--- src/rtl/ptd_pkg.sv ---
// Shared types and constants of the peak and trough detector.
`default_nettype none
package ptd_pkg;

   localparam int unsigned SampleWidth   = 16;
   localparam int unsigned RunWidth      = 16;
   localparam int unsigned PositionWidth = 32;

   localparam logic [RunWidth-1:0] MinRunReset = RunWidth'(4);
   localparam logic [RunWidth-1:0] RunMax      = {RunWidth{1'b1}};

   // Kind codes of a reported extremum.
   typedef enum logic {
      KIND_PEAK   = 1'b0,
      KIND_TROUGH = 1'b1
   } kind_type;

   // One result beat.
   typedef struct packed {
      logic                            found;
      kind_type                        kind;
      logic signed [SampleWidth-1:0]   extremum_value;
      logic [PositionWidth-1:0]        position;
   } result_type;

endpackage
`default_nettype wire

--- src/rtl/ptd_tracker.sv ---
// Sample history, direction and run tracking with extremum decision.
`default_nettype none
module ptd_tracker (
   input  wire                                   clock,
   input  wire                                   reset,
   input  wire                                   advance,
   input  wire logic signed [ptd_pkg::SampleWidth-1:0] sample,
   input  wire logic [ptd_pkg::RunWidth-1:0]     min_run,
   output ptd_pkg::result_type                   result
);
   import ptd_pkg::*;

   logic signed [SampleWidth-1:0] older_ff, older_in;
   logic signed [SampleWidth-1:0] newer_ff, newer_in;
   logic                          rising_ff, rising_in;
   logic [RunWidth-1:0]           run_ff, run_in;
   logic [PositionWidth-1:0]      position_ff, position_in;

   logic peak_break;
   logic trough_break;
   logic qualified;

   // A rise breaks on a drop and a fall breaks on a climb; equal samples continue the run.
   assign peak_break   = rising_ff && (older_ff > newer_ff);
   assign trough_break = !rising_ff && (older_ff < newer_ff);
   assign qualified    = run_ff > min_run;

   // Result for the sample now being taken; fields stay zero without an extremum.
   always_comb begin
      result = '0;
      if ((peak_break || trough_break) && qualified) begin
         result.found          = 1'b1;
         result.kind           = peak_break ? KIND_PEAK : KIND_TROUGH;
         result.extremum_value = older_ff;
         result.position       = position_ff;
      end
   end

   // Next state: flip direction on a break, restart or saturate the run, shift the samples.
   always_comb begin
      rising_in   = rising_ff;
      run_in      = run_ff;
      older_in    = older_ff;
      newer_in    = newer_ff;
      position_in = position_ff;
      if (advance) begin
         if (peak_break || trough_break) begin
            rising_in = !rising_ff;
            run_in    = RunWidth'(1);
         end else if (run_ff != RunMax) begin
            run_in = run_ff + RunWidth'(1);
         end
         older_in    = newer_ff;
         newer_in    = sample;
         position_in = position_ff + PositionWidth'(1);
      end
   end

   // State registers.
   always_ff @(posedge clock) begin
      if (reset) begin
         older_ff    <= '0;
         newer_ff    <= '0;
         rising_ff   <= 1'b1;
         run_ff      <= '0;
         position_ff <= '0;
      end else begin
         older_ff    <= older_in;
         newer_ff    <= newer_in;
         rising_ff   <= rising_in;
         run_ff      <= run_in;
         position_ff <= position_in;
      end
   end

endmodule
`default_nettype wire

--- src/rtl/ptd_out_reg.sv ---
// Result register with valid and stall handshake.
`default_nettype none
module ptd_out_reg (
   input  wire                      clock,
   input  wire                      reset,
   input  wire                      load,
   input  wire ptd_pkg::result_type load_data,
   input  wire                      rsp_stall,
   output logic                     rsp_valid,
   output ptd_pkg::result_type      rsp_data,
   output logic                     busy
);
   import ptd_pkg::*;

   logic       valid_ff, valid_in;
   result_type data_ff, data_in;

   // The register is busy while it holds a beat the receiver has not taken.
   assign busy     = valid_ff && rsp_stall;
   assign valid_in = load || busy;
   assign data_in  = load ? load_data : data_ff;

   always_ff @(posedge clock) begin
      if (reset) begin
         valid_ff <= 1'b0;
      end else begin
         valid_ff <= valid_in;
      end
   end

   // Payload needs no reset.
   always_ff @(posedge clock) begin
      data_ff <= data_in;
   end

   assign rsp_valid = valid_ff;
   assign rsp_data  = data_ff;

endmodule
`default_nettype wire

--- src/rtl/peak_trough_detector_top.sv ---
// Top level of the peak and trough detector.
//
// Use: signed 16-bit samples enter on the req_ channel (req_valid, req_stall,
// req_sample). Every accepted sample gives exactly one beat on the rsp_
// channel (rsp_valid, rsp_stall, rsp_found, rsp_kind, rsp_extremum_value,
// rsp_position). rsp_found is high when the sample closes a peak or trough
// whose run exceeded min_run; otherwise the other fields are zero.
// min_run is to be written through csr_wr_en and csr_wr_data only while the
// block idles; the block does not enforce this. A beat accepted is shown on
// rsp_ in the next cycle. Throughput is one sample per cycle while the
// receiver does not stall; the tracker state updates in the accepting cycle
// and a single result register holds the outgoing beat. When the receiver
// stalls a held beat, req_stall rises in the same cycle and no sample is
// taken until the result register drains. Reset (synchronous, active high)
// clears the samples, run counter and position, sets the direction to rising,
// sets min_run to 4 and empties the result register.
`default_nettype none
module peak_trough_detector_top (
   input  wire                                        clock,
   input  wire                                        reset,
   input  wire                                        req_valid,
   output logic                                       req_stall,
   input  wire logic signed [ptd_pkg::SampleWidth-1:0] req_sample,
   output logic                                       rsp_valid,
   input  wire                                        rsp_stall,
   output logic                                       rsp_found,
   output logic                                       rsp_kind,
   output logic signed [ptd_pkg::SampleWidth-1:0]     rsp_extremum_value,
   output logic [ptd_pkg::PositionWidth-1:0]          rsp_position,
   input  wire                                        csr_wr_en,
   input  wire logic [ptd_pkg::RunWidth-1:0]          csr_wr_data
);
   import ptd_pkg::*;

   logic [RunWidth-1:0] min_run_ff, min_run_in;
   logic                accept;
   logic                busy;
   result_type          result;
   result_type          rsp_data;

   // Configuration register.
   assign min_run_in = csr_wr_en ? csr_wr_data : min_run_ff;

   always_ff @(posedge clock) begin
      if (reset) begin
         min_run_ff <= MinRunReset;
      end else begin
         min_run_ff <= min_run_in;
      end
   end

   // Input handshake.
   assign req_stall = busy;
   assign accept    = req_valid && !busy;

   ptd_tracker u_tracker (
      .clock   (clock),
      .reset   (reset),
      .advance (accept),
      .sample  (req_sample),
      .min_run (min_run_ff),
      .result  (result)
   );

   ptd_out_reg u_out_reg (
      .clock     (clock),
      .reset     (reset),
      .load      (accept),
      .load_data (result),
      .rsp_stall (rsp_stall),
      .rsp_valid (rsp_valid),
      .rsp_data  (rsp_data),
      .busy      (busy)
   );

   // Result fields.
   assign rsp_found          = rsp_data.found;
   assign rsp_kind           = rsp_data.kind;
   assign rsp_extremum_value = rsp_data.extremum_value;
   assign rsp_position       = rsp_data.position;

endmodule
`default_nettype wire

--- config.mk ---
export PLATFORM = sky130hd
export DESIGN_NAME = peak_trough_detector_top
export DESIGN_NICKNAME = d
export VERILOG_FILES = /design/src/rtl/ptd_pkg.sv /design/src/rtl/ptd_tracker.sv /design/src/rtl/ptd_out_reg.sv /design/src/rtl/peak_trough_detector_top.sv
export SDC_FILE = /design/constraint.sdc
export NUM_CORES = 1
export LEC_CHECK = 0
export CAP_MARGIN = 20
export CORE_MARGIN = 10
export CORE_UTILIZATION = 55
export CTS_BUF_LIST = sky130_fd_sc_hd__clkbuf_8
export CTS_CLUSTER_SIZE = 8
export DETAILED_ROUTE_END_ITERATION = 7
export DONT_BUFFER_PORTS = 1
export PLACE_DENSITY = 0.79
export SYNTH_ARGS = -nofsm -noshare
export SYNTH_HDL_FRONTEND = slang
export SYNTH_SLANG_ARGS = --single-unit
export TNS_END_PERCENT = 20
--- constraint.sdc ---
create_clock -name clock -period 7.55 [get_ports clock]
set_input_delay 1.1325 -clock clock [delete_from_list [all_inputs] [get_ports clock]]
set_output_delay 1.1325 -clock clock [all_outputs]
set_load 0.02 [all_outputs]
After elaboration in Yosys (flattened, before gate mapping)
Index checks and enable logic that the tools add are counted.
{"block": "word_totals", "ff_bits": 148, "in_bits": 37}
{"block": "op_classes", "addsub": 2, "magnitude_cmp": 3, "eq_ne": 1, "n_mux": 4, "reduce_logical": 12}
{"cell": "$mux 50", "n": 1}
{"cell": "$add 32x1->32 const B", "n": 1}
{"cell": "$gt 16x16->1", "n": 2}
{"cell": "$mux 16", "n": 2}
{"cell": "$add 16x1->16 const B", "n": 1}
{"cell": "$lt 16x16->1", "n": 1}
{"cell": "$ne 16x16->1 const B", "n": 1}
{"cell": "$logic_and 1x1->1", "n": 5}
{"cell": "$reduce_and 2->1", "n": 2}
{"cell": "$logic_not 1->1", "n": 2}
{"cell": "$logic_or 1x1->1", "n": 2}
{"cell": "$reduce_bool 2->1", "n": 1}
{"cell": "$mux 1", "n": 1}

Logic depth before layout (Yosys ltp)
{"block": "depth", "word_depth": 5, "mapped_depth": 13, "ltp_nobuf": 9}

By module
A second synthesis with hierarchy kept.
{"block": "hier_totals", "cells_unflattened": 695, "area_unflattened_um2": 6866.6}
{"mod": "ptd_tracker", "n_inst": 1, "cells_each": 588, "area_per_inst_um2": 4740.8, "seq_area_each_um2": 1621.6}
{"mod": "ptd_out_reg", "n_inst": 1, "cells_each": 54, "area_per_inst_um2": 1537.7, "seq_area_each_um2": 1521.5}
{"mod": "peak_trough_detector_top", "n_inst": 1, "cells_each": 53, "area_per_inst_um2": 588.1, "seq_area_each_um2": 320.3}

Least setup slack after synthesis
Ideal clock, no wire load.
{"block": "synth_path", "path_kind": "input to register", "startpoint": "in rsp_stall", "endpoint": "reg u_out_reg.data_ff, in the netlist u_out_reg.rsp_data[0], enable pin", "setup_ns": 0.434, "arrival_ns": 3.315, "required_time_ns": 7.116, "slack_ns": 3.801, "stages": 5, "n_path_buf": 2, "cell_sequence": "and2_1 > nand2b_1 > buf_2 > inv_2 > clkbuf_1"}
{"block": "synth_via", "elab_chain_len": 3}
{"element": "from (decl)", "line_no": "peak_trough_detector_top.sv:25", "text": "input wire rsp_stall,"}
{"element": "$logic_and 1x1->1", "line_no": "ptd_out_reg.sv:19", "text": "assign busy = valid_ff && rsp_stall;"}
{"element": "$logic_not 1->1", "line_no": "peak_trough_detector_top.sv:54", "text": "assign accept = req_valid && !busy;"}
{"element": "$logic_and 1x1->1", "line_no": "peak_trough_detector_top.sv:54"}
{"element": "via accept", "line_no": "peak_trough_detector_top.sv:36", "text": "logic accept;"}
{"element": "to (signal assigned)", "line_no": "ptd_out_reg.sv:33", "text": "data_ff <= data_in;"}
{"element": "to (decl)", "line_no": "ptd_out_reg.sv:16", "text": "result_type data_ff, data_in;"}
The timed path passes the listed nets, and every way through them passes these cells.
A chain may end at the register's enable or synchronous reset.

Worst setup path in the final report
{"block": "layout_path", "startpoint": "reg u_tracker.newer_ff[15]", "endpoint": "reg u_out_reg.data_ff, in the netlist u_out_reg.rsp_data[21], data pin"}
{"block": "layout_via", "elab_chain_len": 4, "word_cells_on_any_way": 6}
{"element": "from (decl)", "line_no": "ptd_tracker.sv:14", "text": "logic signed [SampleWidth-1:0] newer_ff, newer_in;"}
{"element": "from (signal assigned)", "line_no": "ptd_tracker.sv:69", "text": "newer_ff <= newer_in;"}
{"element": "$gt 16x16->1 or $lt 16x16->1 (tied branches)", "line_no": "ptd_tracker.sv:24, ptd_tracker.sv:25"}
{"element": "$logic_and 1x1->1, on equally long branches", "line_no": "ptd_tracker.sv:24, ptd_tracker.sv:25"}
{"element": "$logic_or 1x1->1 (*)", "line_no": "ptd_tracker.sv:31", "text": "if ((peak_break || trough_break) && qualified) begin"}
{"element": "$logic_and 1x1->1 (*)", "line_no": "ptd_tracker.sv:31"}
Mark *: on every way between the ends. The rest lies on a longest branch, timed or not.

==> impl_metrics.csv <==
group,metric,value,unit
cells_and_area,fin_cells,830,
floorplan,ios,89,
worst_hold_path,hp-start,"u_tracker.newer_ff[14]$_SDFFE_PP0P_",
route,drtIter0Drc,357,
global_route,grt_max_degree,86,
placement,placed_area,6680,µm²
synth,syn_area_per_cell,9.69,µm²
power,pwr-share-comb,6.8,%
cells_and_area,final_area,7100,µm²
timing,hold_viol_final,0,
clock_network,post-cts-setup-buffers,0,
synth,ys_seq_elements,148,
placement,hpwl,9060,µm
outcome,status,"finished clean",
clock_network,clock_latency,450,ps
clock_network,clock-sinks,148,
placement,io_buffer_count,0,
worst_setup_path,crit_required,7860,ps
global_route,antenna_found_initial,0,
timing,fin_hold_ws,473,ps
worst_setup_path,critPathSlowestCell,"or4b_1",
synth,synth-async-reset-ratio,0,%
synth,ys_warn_count,0,
synth,yosys-top-cells-area,"dfxtp_1 30%, edfxtp_1 23%, ha_1 6.4%",
timing,max_freq,255,MHz
clock_network,root_buffer,"clkbuf_8",
power,powerDensity,232,nW/µm²
global_route,grt_pass1_wl,21300,µm
cells_and_area,syn2layout_area_growth,7.50,%
worst_setup_path,r2r_start,"u_tracker.newer_ff[15]$_SDFFE_PP0P_",
timing,fin_worst_skew,12.2,ps
power,internal_power,0.00125,W
floorplan,rows,39,
floorplan,die_x,130,µm
global_route,grt_pass1_vias,4554,
timing,setup_viol,0,
synth,synthSimpleGateAreaFrac,21.7,%
clock_network,clockBufferDepth,2,
worst_setup_path,crit_arrival,4240,ps
synth,syn_inst,682,
floorplan,design.core.area,11600,µm²
worst_setup_path,startpoint,"u_tracker.newer_ff[15]$_SDFFE_PP0P_",
power,power.switching,0.000397,W
worst_setup_path,cp-start-kind,"flop",
synth,ys.flop_type,"dfxtp_1",
synth,ys_types,50,
synth,syn_area,6610,µm²
cells_and_area,nets,745,
synth,synth_fp_nets,753,
worst_hold_path,min_path_type,"reg -> reg",
synth,synth-compound-area-share,8.14,%
timing,fin_crit_sh,52.0,%
placement,gp_congestion,0.865,
synth,synth_common_cells,"98 x dfxtp_1, 93 x nand2_1, 67 x nor2_1, 51 x and2_1, 50 x edfxtp_1",
synth,yosys.area.top_type_share,29.7,%
synth,synth_edf_count,50,
power,irDropWorstVdd,0.109,mV
timing,finalMaxSlewViolations,0,
synth,seq_area_frac_synth,52.4,%
route,antenna_left,0,
timing,period_minus_slack,3930,ps
worst_setup_path,crit_fanout,29,
clock_network,h-tree-depth,4,
timing,slew-limit-headroom,41.6,%
clock_network,cts_buffers,17,
timing,rsz0062_at_grt,"no",
cells_and_area,antenna_cells,0,
global_route,grt_use_total,15.8,%
placement,place_inst,798,
synth,synth.most_common_cell,"dfxtp_1",
route,vias,4683,
worst_setup_path,worst_setup_path_end_kind,"flop",
synth,synth_top_family_by_area,"simple AND/OR/NAND/NOR gates",
timing,tightest_slew,868,ps
worst_setup_path,path_cells,"inv_1 -> ha_1 -> nand4_2 -> nor3_1 -> o21ai_1 -> and4_1 -> or4b_1 -> a211oi_4 -> buf_4 -> and2_1",
cells_and_area,fin_util,61.2,%
route,wl_per_cell,15.6,µm
route,routed_wirelength,12900,µm
run,max_cap_viol_count,0,
global_route,grt_overflow_total,0,
worst_setup_path,max_stage_delay,810,ps
clock_network,cts_tree,"built",
clock_network,cts_hold_repair.buffers,0,
power,power.leakage,2.69,nW
synth,yosys.area.top_type,"dfxtp_1",
power,pwr-share-clk,39.4,%
synth,synth_mux_area_share,2.27,%
route,viasPerCell,5.64,
floorplan,initial_core_util,56.9,%
synth,synth_xor_area_share,4.90,%
route,firstDrtPassIters,4,
power,switching_share,24.1,%
clock_network,cts-resized-gates,0,
power,pwr-share-seq,53.9,%
floorplan,die_h,130,µm
floorplan,dieArea,16800,µm²
cells_and_area,drive_gt1_share,5.68,%
synth,synth_adder_area_share,6.44,%
worst_setup_path,worst-setup-path-type,"reg -> reg",
clock_network,clk_pin_slew_worst_paths,80,ps
route,drc,0,
timing,setup_tns,0,ps
layout make-up:
type                    count  area, µm²
repair buffers              3       22.5
well taps                 143        179
fillers                   960       4510
inverters                  37        140
clock buffers              17        234
clock inverters            15        190
flip-flops and latches    148       3460
multi-input cells         467       2870
cells in the final DEF, fill, tap and decap left out, drive strengths merged, types with 17 or more instances in the layout:
master / netlist / layout
xor2: 22 / 22
ha: 34 / 34
dfxtp: 98 / 98
nor2: 67 / 67
nand3: 20 / 20
a21oi: 45 / 45
edfxtp: 50 / 50
clkbuf: 22 / 17
nand4: 26 / 26
and2: 52 / 52
inv: 37 / 37
nand2: 93 / 93
power groups by stage:
stage | clock network, W | registers (W) | logic, W
after floorplan | 0 | 0.000900 | 0.0000992
after global placement | 0 | 0.000905 | 0.000105
after detailed placement | 0 | 0.000906 | 0.000110
final | 0.000648 | 0.000887 | 0.000111
after global routing | 0.000700 | 0.000891 | 0.000126
after CTS | 0.000660 | 0.000888 | 0.000111
worst paths after layout:
path | slack [ps] | cells after the start | end
max | 3620 | 10 | u_out_reg.rsp_data[21]$_SDFFCE_PN0P_
max reg2reg | 3620 | 10 | u_out_reg.rsp_data[21]$_SDFFCE_PN0P_
min reg2reg | 470 | 2 | u_tracker.older_ff[14]$_SDFFE_PP0P_
min | 470 | 2 | u_tracker.older_ff[14]$_SDFFE_PP0P_
layer usage:
layer	GRT usage, %	vias up	share of wire, %
met4	6.88	0	1.6
met2	27.1	136	51
li1	-	2317	-
met5	0	-	0
met1	17.5	2206	42
met3	5.42	24	5.4
critical path, delay by kind of cell (launching register included):
kind	cells	cell delay [ps]
adders and majority gates	1	440
buffers and inverters	2	410
DFF	1	350
and+or+nand+nor	5	1650
AOI/OAI and AO/OA	2	930
registers in the layout, indices dropped and copies added (netlist names):
signal                 cells
u_tracker.position_ff     32
u_tracker.run_ff          16
min_run_ff                16
u_tracker.older_ff        16
u_tracker.rising_ff        1
u_tracker.newer_ff        16
u_out_reg.rsp_data        50
u_out_reg.rsp_valid        1
metrics by stage:
step           setup slack [ps]  power (W)
2_1_floorplan              3800   0.000999
3_3_place_gp               3610    0.00101
3_5_place_dp               3520    0.00102
4_1_cts                    3650    0.00166
5_1_grt                    3320    0.00172
6_report                   3620    0.00165
logic make-up (layout without fill, tap and decap cells):
family	Yosys count	in the layout
AOI/OAI and AO/OA	86	86
DFF	148	148
adders and majority gates	34	34
xor gates and xnor gates	37	37
and+or+nand+nor	295	295
buffers and inverters	67	72
muxes	15	15
Note: power is estimated with default switching activity, not from simulation.
